[config.mk]
export PLATFORM = sky130hd
export DESIGN_NAME = complex_gaussian_lcg_generator
export DESIGN_NICKNAME = d
export VERILOG_FILES = /design/src/hw/rtl/cglg_pkg.sv /design/src/hw/rtl/cglg_ctrl.sv /design/src/hw/rtl/cglg_datapath.sv /design/src/hw/rtl/complex_gaussian_lcg_generator.sv
export SDC_FILE = /design/constraint.sdc
export NUM_CORES = 2
export LEC_CHECK = 0
export BUFFER_PORTS_ARGS = -buffer_cell sky130_fd_sc_hd__buf_4
export CORE_MARGIN = 2
export CORE_UTILIZATION = 50
export CTS_CLUSTER_DIAMETER = 100
export CTS_CLUSTER_SIZE = 8
export DETAILED_ROUTE_END_ITERATION = 10
export GPL_ROUTABILITY_DRIVEN = 0
export GPL_TIMING_DRIVEN = 0
export HOLD_SLACK_MARGIN = 0.1
export PLACE_DENSITY = 0.64
export RECOVER_POWER = 100
export REMOVE_ABC_BUFFERS = 1
export SYNTH_ARGS = -nofsm -noshare
export SYNTH_HDL_FRONTEND = slang
export SYNTH_SLANG_ARGS = --single-unit
[constraint.sdc]
create_clock -name clk -period 10.69 [get_ports clk]
set_clock_uncertainty 0.15 [all_clocks]
set_input_delay 2.138 -clock clk [delete_from_list [all_inputs] [get_ports clk]]
set_output_delay 2.138 -clock clk [all_outputs]
set_load 0.005 [all_outputs]
[src/hw/rtl/cglg_pkg.sv]
// Shared types, register indexes and constants of the complex Gaussian generator.
`timescale 1ns / 1ps

package cglg_pkg;

    // Word widths.
    localparam int WORD_W   = 32;
    localparam int SAMPLE_W = 35;
    localparam int CFG_IDX_W = 3;
    localparam int S_TDATA_W = 8;
    localparam int M_TDATA_W = 72;

    // Six uniforms per sample, the first three form t1.
    localparam int UNIFORMS      = 6;
    localparam int HALF_UNIFORMS = 3;
    localparam int COUNT_W       = 3;

    // The constant 3.0 with 32 fraction bits.
    localparam logic [SAMPLE_W-1:0] THREE_FIX = SAMPLE_W'(3) << WORD_W;

    // Register reset values.
    localparam logic [WORD_W-1:0] RST_MULT_MAIN   = 32'd1664525;
    localparam logic [WORD_W-1:0] RST_INCR_MAIN   = 32'd1013904223;
    localparam logic [WORD_W-1:0] RST_MULT_SECOND = 32'd69069;
    localparam logic [WORD_W-1:0] RST_INCR_SECOND = 32'd3;
    localparam logic [WORD_W-1:0] RST_SEED        = 32'd0;

    // Configuration register indexes.
    typedef enum logic [CFG_IDX_W-1:0] {
        CFG_PORTABLE_MODE = 3'd0,
        CFG_MULT_MAIN     = 3'd1,
        CFG_INCR_MAIN     = 3'd2,
        CFG_MULT_SECOND   = 3'd3,
        CFG_INCR_SECOND   = 3'd4,
        CFG_SEED_MAIN     = 3'd5,
        CFG_SEED_SECOND   = 3'd6,
        CFG_SEED_SKIP     = 3'd7
    } cfg_index_t;

    // Controller states.
    typedef enum logic [1:0] {
        ST_IDLE,
        ST_RUN,
        ST_DONE
    } state_t;

    // Commands from the controller to the datapath.
    typedef struct packed {
        logic start;   // clear the sums, latch the last flag, take the first step
        logic step;    // take one generator step and add the previous uniform
        logic im_add;  // previous uniform belongs to t1
        logic finish;  // subtract the final uniform from both sums and load the output word
        logic settle;  // apply any pending skip bump
    } dp_cmd_t;

    // Status from the datapath to the controller.
    typedef struct packed {
        logic out_free;  // output register can take a new word this cycle
    } dp_status_t;

endpackage

[src/hw/rtl/cglg_ctrl.sv]
// Controller state machine that sequences the six generator steps of one sample.
`timescale 1ns / 1ps

module cglg_ctrl (
    input  logic                 clk,
    input  logic                 rst_n,
    input  logic                 in_valid,
    output logic                 in_ready,
    input  cglg_pkg::dp_status_t status,
    output cglg_pkg::dp_cmd_t    cmd
);
    import cglg_pkg::*;

    state_t               state_reg;
    state_t               state_next;
    logic [COUNT_W-1:0]   count_reg;
    logic [COUNT_W-1:0]   count_next;

    // State and step counter registers.
    always_ff @(posedge clk or negedge rst_n)
    begin
        if (!rst_n)
        begin
            state_reg <= ST_IDLE;
            count_reg <= '0;
        end
        else
        begin
            state_reg <= state_next;
            count_reg <= count_next;
        end
    end

    // Next state.
    always_comb
    begin
        state_next = state_reg;
        count_next = count_reg;
        unique case (state_reg)
            ST_IDLE:
            begin
                if (in_valid)
                begin
                    state_next = ST_RUN;
                    count_next = COUNT_W'(1);
                end
            end
            ST_RUN:
            begin
                if (count_reg == COUNT_W'(UNIFORMS - 1))
                begin
                    state_next = ST_DONE;
                end
                else
                begin
                    count_next = count_reg + COUNT_W'(1);
                end
            end
            ST_DONE:
            begin
                if (status.out_free)
                begin
                    if (in_valid)
                    begin
                        state_next = ST_RUN;
                        count_next = COUNT_W'(1);
                    end
                    else
                    begin
                        state_next = ST_IDLE;
                    end
                end
            end
            default:
            begin
                state_next = ST_IDLE;
            end
        endcase
    end

    // Outputs.
    always_comb
    begin
        cmd      = '0;
        in_ready = 1'b0;
        unique case (state_reg)
            ST_IDLE:
            begin
                in_ready  = 1'b1;
                cmd.start = in_valid;
            end
            ST_RUN:
            begin
                cmd.step   = 1'b1;
                cmd.im_add = (count_reg <= COUNT_W'(HALF_UNIFORMS));
            end
            ST_DONE:
            begin
                if (status.out_free)
                begin
                    in_ready   = 1'b1;
                    cmd.finish = 1'b1;
                    cmd.start  = in_valid;
                    cmd.settle = !in_valid;
                end
            end
            default:
            begin
                in_ready = 1'b0;
            end
        endcase
    end

endmodule

[src/hw/rtl/cglg_datapath.sv]
// Datapath: configuration registers, the two generators, sample sums and output register.
`timescale 1ns / 1ps

module cglg_datapath (
    input  logic                             clk,
    input  logic                             rst_n,
    input  logic                             cfg_valid,
    input  logic [cglg_pkg::CFG_IDX_W-1:0]   cfg_index,
    input  logic [cglg_pkg::WORD_W-1:0]      cfg_data,
    input  logic                             in_last,
    input  cglg_pkg::dp_cmd_t                cmd,
    output cglg_pkg::dp_status_t             status,
    output logic                             out_valid,
    input  logic                             out_ready,
    output logic [cglg_pkg::SAMPLE_W-1:0]    out_real,
    output logic [cglg_pkg::SAMPLE_W-1:0]    out_imag,
    output logic                             out_last
);
    import cglg_pkg::*;

    // Configuration registers.
    logic                portable_reg;
    logic [WORD_W-1:0]   mult_main_reg;
    logic [WORD_W-1:0]   incr_main_reg;
    logic [WORD_W-1:0]   mult_second_reg;
    logic [WORD_W-1:0]   incr_second_reg;

    // Generator state. A skip bump found after a step is applied lazily.
    logic [WORD_W-1:0]   main_reg;
    logic [WORD_W-1:0]   second_reg;
    logic [WORD_W-1:0]   skip_reg;
    logic                pend_reg;

    // Sums and output word.
    logic [SAMPLE_W-1:0] re_acc_reg;
    logic [SAMPLE_W-1:0] im_acc_reg;
    logic                last_reg;
    logic                out_valid_reg;
    logic [SAMPLE_W-1:0] out_real_reg;
    logic [SAMPLE_W-1:0] out_imag_reg;
    logic                out_last_reg;

    logic                bump;
    logic [WORD_W-1:0]   bump_word;
    logic [WORD_W-1:0]   main_step;
    logic [WORD_W-1:0]   second_step;
    logic [WORD_W-1:0]   uniform;
    logic [SAMPLE_W-1:0] uniform_ext;
    logic                do_step;

    // A pending bump applies when the stepped second value met the skip marker.
    assign bump      = pend_reg && (second_reg == skip_reg);
    assign bump_word = {{(WORD_W-1){1'b0}}, bump};
    assign do_step   = cmd.start || cmd.step;

    // One LCG step each; the bump of the second value is folded in as an extra multiplier term.
    assign main_step   = mult_main_reg * main_reg + incr_main_reg;
    assign second_step = mult_second_reg * second_reg + incr_second_reg
                       + (bump ? mult_second_reg : '0);

    // Uniform from the values of the previous step.
    assign uniform     = portable_reg ? (main_reg - second_reg) : main_reg;
    assign uniform_ext = {{(SAMPLE_W-WORD_W){1'b0}}, uniform};

    // Configuration registers.
    always_ff @(posedge clk or negedge rst_n)
    begin
        if (!rst_n)
        begin
            portable_reg    <= 1'b1;
            mult_main_reg   <= RST_MULT_MAIN;
            incr_main_reg   <= RST_INCR_MAIN;
            mult_second_reg <= RST_MULT_SECOND;
            incr_second_reg <= RST_INCR_SECOND;
        end
        else if (cfg_valid)
        begin
            unique case (cfg_index_t'(cfg_index))
                CFG_PORTABLE_MODE: portable_reg    <= cfg_data[0];
                CFG_MULT_MAIN:     mult_main_reg   <= cfg_data;
                CFG_INCR_MAIN:     incr_main_reg   <= cfg_data;
                CFG_MULT_SECOND:   mult_second_reg <= cfg_data;
                CFG_INCR_SECOND:   incr_second_reg <= cfg_data;
                CFG_SEED_MAIN,
                CFG_SEED_SECOND,
                CFG_SEED_SKIP:     ;
                default:           ;
            endcase
        end
    end

    // Generator state: seed writes, steps and the closing bump.
    always_ff @(posedge clk or negedge rst_n)
    begin
        if (!rst_n)
        begin
            main_reg   <= RST_SEED;
            second_reg <= RST_SEED;
            skip_reg   <= RST_SEED;
            pend_reg   <= 1'b0;
        end
        else if (cfg_valid)
        begin
            unique case (cfg_index_t'(cfg_index))
                CFG_SEED_MAIN:   main_reg   <= cfg_data;
                CFG_SEED_SECOND: second_reg <= cfg_data;
                CFG_SEED_SKIP:   skip_reg   <= cfg_data;
                CFG_PORTABLE_MODE,
                CFG_MULT_MAIN,
                CFG_INCR_MAIN,
                CFG_MULT_SECOND,
                CFG_INCR_SECOND: ;
                default:         ;
            endcase
        end
        else if (do_step)
        begin
            main_reg <= main_step;
            if (portable_reg)
            begin
                second_reg <= second_step;
                skip_reg   <= skip_reg + bump_word;
                pend_reg   <= 1'b1;
            end
        end
        else if (cmd.settle)
        begin
            second_reg <= second_reg + bump_word;
            skip_reg   <= skip_reg + bump_word;
            pend_reg   <= 1'b0;
        end
    end

    // Running sums: real starts at 3.0 and loses every uniform, imag adds t1 and subtracts t2.
    always_ff @(posedge clk)
    begin
        if (cmd.start)
        begin
            re_acc_reg <= THREE_FIX;
            im_acc_reg <= '0;
            last_reg   <= in_last;
        end
        else if (cmd.step)
        begin
            re_acc_reg <= re_acc_reg - uniform_ext;
            im_acc_reg <= cmd.im_add ? (im_acc_reg + uniform_ext) : (im_acc_reg - uniform_ext);
        end
    end

    // Output word, loaded with the last uniform folded in.
    always_ff @(posedge clk)
    begin
        if (cmd.finish)
        begin
            out_real_reg <= re_acc_reg - uniform_ext;
            out_imag_reg <= im_acc_reg - uniform_ext;
            out_last_reg <= last_reg;
        end
    end

    // Output valid flag.
    always_ff @(posedge clk or negedge rst_n)
    begin
        if (!rst_n)
        begin
            out_valid_reg <= 1'b0;
        end
        else if (cmd.finish)
        begin
            out_valid_reg <= 1'b1;
        end
        else if (out_ready)
        begin
            out_valid_reg <= 1'b0;
        end
    end

    assign status.out_free = !out_valid_reg || out_ready;
    assign out_valid       = out_valid_reg;
    assign out_real        = out_real_reg;
    assign out_imag        = out_imag_reg;
    assign out_last        = out_last_reg;

endmodule

[src/hw/rtl/complex_gaussian_lcg_generator.sv]
// Top level of the complex Gaussian sample generator built from LCG uniforms.
//
// Each word taken on the s_ stream is a request; the block answers with one
// complex sample on the m_ stream. The sample is real = 3 - t1 - t2 and
// imag = t1 - t2, where t1 and t2 each sum three 32-bit uniforms; both parts
// are signed with 32 fraction bits. Uniforms come from one LCG (fast mode) or
// the difference of two LCGs with a skip marker (portable mode).
// A sample needs six dependent LCG steps, one 32x32 multiply-add per
// generator and cycle, so a new request is taken only once the current
// sample has been loaded into the output register.
// The configuration channel (cfg_valid, cfg_ready, cfg_index, cfg_data) is
// always ready; write it only while no request is in progress. Writing a seed
// register reloads its generator word at once.
// Reset restores the default register values and clears all seeds to zero.
// If the receiver stalls, one finished sample waits in the output register
// while the next one is computed; the block then stops taking requests.
`timescale 1ns / 1ps

module complex_gaussian_lcg_generator (
    input  logic                              clk,
    input  logic                              rst_n,
    // Request stream.
    input  logic                              s_tvalid,
    output logic                              s_tready,
    input  logic [cglg_pkg::S_TDATA_W-1:0]    s_tdata,   // [0] end_of_vector, rest zero
    // Sample stream.
    output logic                              m_tvalid,
    input  logic                              m_tready,
    output logic [cglg_pkg::M_TDATA_W-1:0]    m_tdata,   // [34:0] real_part, [69:35] imag_part
    output logic                              m_tlast,
    // Configuration writes.
    input  logic                              cfg_valid,
    output logic                              cfg_ready,
    input  logic [cglg_pkg::CFG_IDX_W-1:0]    cfg_index,
    input  logic [cglg_pkg::WORD_W-1:0]       cfg_data
);
    import cglg_pkg::*;

    dp_cmd_t             cmd;
    dp_status_t          status;
    logic [SAMPLE_W-1:0] out_real;
    logic [SAMPLE_W-1:0] out_imag;

    // Sequencer.
    cglg_ctrl u_ctrl (
        .clk      (clk),
        .rst_n    (rst_n),
        .in_valid (s_tvalid),
        .in_ready (s_tready),
        .status   (status),
        .cmd      (cmd)
    );

    // Generators and sums.
    cglg_datapath u_datapath (
        .clk       (clk),
        .rst_n     (rst_n),
        .cfg_valid (cfg_valid),
        .cfg_index (cfg_index),
        .cfg_data  (cfg_data),
        .in_last   (s_tdata[0]),
        .cmd       (cmd),
        .status    (status),
        .out_valid (m_tvalid),
        .out_ready (m_tready),
        .out_real  (out_real),
        .out_imag  (out_imag),
        .out_last  (m_tlast)
    );

    // Pack the sample word, zero padded to whole bytes.
    assign m_tdata   = {{(M_TDATA_W - 2*SAMPLE_W){1'b0}}, out_imag, out_real};
    assign cfg_ready = 1'b1;

endmodule
==> results.md <==
- Biggest area consumer among synthesized cells: fa_1
- Reg2Reg Depth: 30
- Cell area after synthesis: ~0.057 sq mm
- Number of cells on the critical path: 30
- Endpoint class of the critical path: flop
- Drt pass-1 iters: 7
- CTS Sinks: ~370
- Crit path max-delay family: adder cells
- Syn. warnings: 0
- First-pass GRT wire length: roughly 270000 um
- Clk pin slew, worst setup/hold paths: approximately 0.06 ns
- Core area: roughly 0.11 sq mm
- CP Buf/Inv Count: 6
- HPWL after detailed placement: around 120000 um
- Period utilization: between 90% and 100%
- Hold Crit Depth: 0
- Synth Flop Type: dfrtp_1
- Distinct cell type count after synthesis: 94
- Critical path startpoint category: flop
- Initial antenna violation count: 14
- Worst path most repeated cell: fa_1
- Critical path data arrival time: between 10 and 15 ns
- RSZ-0062 raised after global routing: no
- Synth area leaders: fa_1, ha_1, dfrtp_1, inv_1, nand2_1
- Port Buffer Count: ~110
- Largest net degree at the start of global routing: 96
- Final Slew Violations: about 540
- Failing checks: max-capacitance violations, max-slew violations
- Syn avg cell area: 8.84 sq um
- Min Hold Slack: ~0.29 ns
- Hold buffers post-CTS: 0
- Register area share after synthesis: around 17%
- Post-synth EDFFs: between 70 and 80
- Slew headroom: -203%
- Vias in the first global route: around 46k
- H-tree depth: 2
- Final Critical Period: between 10 and 15 ns
- Initial Util: roughly 50%
- Critical-path maximum fanout: 23
- Synth Register Bits: 374
- Final setup vio count: 0
- Mapped Cells: around 6.4k
- Die Width: around 340 um
- Slew @ Worst Pin: 4.54 ns
- Drc violations: 0
- Congestion Overflow GR: 0
- Die area: about 0.12 sq mm
- Die H: ~340 um
- Post-route ant nets: 0
- Hold Fails Final Rpt: 0
- Area Growth Syn to Fin: 5.83%
- Max-cap viol count: 13
- GRT Util Overall: around 29%
- Rows: around 120
- Worst path max stage delay: 1.28 ns
- CP Class: flop to flop
- TritonCTS Buffers: 52
- Io pins: 124
- CP max stage cell: dfrtp_1
- Share of the synthesized area in the top cell type: 32.0%
- Run status: finished with violations
- Clock root buffer: clkbuf_16
- Share of cells above drive strength 1: 5.63%
- Worst EP required: approximately 11 ns
- Nets@finish: between 7k and 8k
- Via Count: between 40k and 50k
- Fillcell total: roughly 11k
- CTS tree: built
- Hold Crit Class: flop to flop
- Routed WL: 167000 um
- Wire per inst: about 21 um
- DRT iter0 DRCs: between 3k and 4k
- Routed vias/inst: roughly 5.7
- Max Root-Sink Buffers: 3
- Synth async-reset ratio: slightly above 60%
- Fmax: 98.3 MHz
- Clock Latency Late Sink: approximately 0.62 ns
-- area by class of cell --
cell class	instances	area, sq um	area share [%]
multi-input combinational	4510	41600	69.1
timing repair buffer	148	1300	2.16
tap	1500	1880	3.12
clock buffer	96	1490	2.47
inverter	1195	4490	7.45
sequential	374	9450	15.7
clock inverter	2	17.5	0.0291
antenna	2	5.00	0.00831
-- final timing paths --
kind	from	slack (ns)	end
max	u_datapath.second_reg[13]$_DFFE_PN0P_	0.52	u_datapath.second_reg[30]$_DFFE_PN0P_
max reg2reg	u_datapath.second_reg[13]$_DFFE_PN0P_	0.52	u_datapath.second_reg[30]$_DFFE_PN0P_
max in group asynchronous	rst_n	1.97	u_datapath.mult_main_reg[6]$_DFFE_PN0P_
min in group asynchronous	rst_n	2.50	u_datapath.incr_second_reg[12]$_DFFE_PN0P_
min	u_datapath.last_reg$_DFFE_PP_	0.29	u_datapath.out_last$_DFFE_PP_
min reg2reg	u_datapath.last_reg$_DFFE_PP_	0.29	u_datapath.out_last$_DFFE_PP_
-- cells in the final DEF (no fill, tap or decap), types with 15 or more instances in the layout --
master,instances
nand3_1,63
a21oi_1,250
o21a_1,38
dfrtp_1,166
a31oi_1,23
nor2b_1,27
dfstp_2,42
mux2_2,98
clkbuf_1,82
xor2_1,104
o22ai_1,29
a22o_1,15
xnor2_1,238
inv_1,1194
dfrtp_2,22
edfxtp_1,72
nor4_1,18
nand2b_1,23
and2_1,333
a21o_1,57
nor2_1,196
ha_1,392
nand4_1,18
o21ai_0,233
o21bai_1,38
nor3_1,48
clkbuf_4,51
mux2i_1,30
nand2_1,1035
clkbuf_16,53
o211ai_1,28
dfxtp_1,70
and3_1,29
buf_4,36
a211oi_1,41
fa_1,909
-- through the flow --
| step | util [%] | setup slack (ns) | setup TNS, ns | cell area (sq um) | std cells |
|---|---|---|---|---|---|
| floorplan | - | 1.59 | 0 | 55500 | 6079 |
| global placement | 51.7 | -2.37 | -69.79 | 58200 | 7692 |
| detailed placement | 52.4 | 0.368 | 0 | 59000 | 7726 |
| CTS | 53.7 | 0.360 | 0 | 60500 | 7824 |
| global route | 53.4 | 0.0458 | 0 | 60200 | 7826 |
| finish | 53.4 | 0.515 | 0 | 60200 | 7827 |
-- layer usage --
metal | global-route usage, % | part of all wire [%] | up-vias
met5 | 0 | 0.068 | -
met4 | 8.31 | 3.3 | 18
met3 | 6.36 | 9.6 | 318
met2 | 46.8 | 45 | 1743
met1 | 40.7 | 42 | 22680
li1 | - | - | 19696
-- synthesized netlist by cell type, types with 43 or more instances --
library cell and count:
edfxtp_1 72, nor2_1 198, xor2_1 104, dfxtp_1 70, a21o_1 57, nand3_1 63, dfrtp_1 189, o21ai_0 229
a21oi_1 250, dfstp_2 43, mux2_2 100, inv_1 1193, nand2_1 1036, xnor2_1 238, nor3_1 48, fa_1 909
and2_1 335, ha_1 392, clkbuf_1 315
-- cell families after synthesis --
family                   synth area share [%]
AO/OA/AOI/OAI                            9.80
flip-flops                               16.6
buffers and inverters                    10.3
multiplexers                             2.51
adder cells (fa/ha/maj)                  40.6
AND/OR/NAND/NOR                          14.9
other                                  0.0132
XOR/XNOR                                 5.31
-- timing repair --
| item | in CTS | in global routing |
|---|---|---|
| setup buffers | 0 | 0 |
| hold endpoints to repair | 0 | 0 |
| resized for setup | 0 | 5 |
| endpoints found under the setup margin | 0 | 4 |
Power is not shown: default switching activity piles up to over one toggle a cycle in this logic, so the estimate is an artifact.
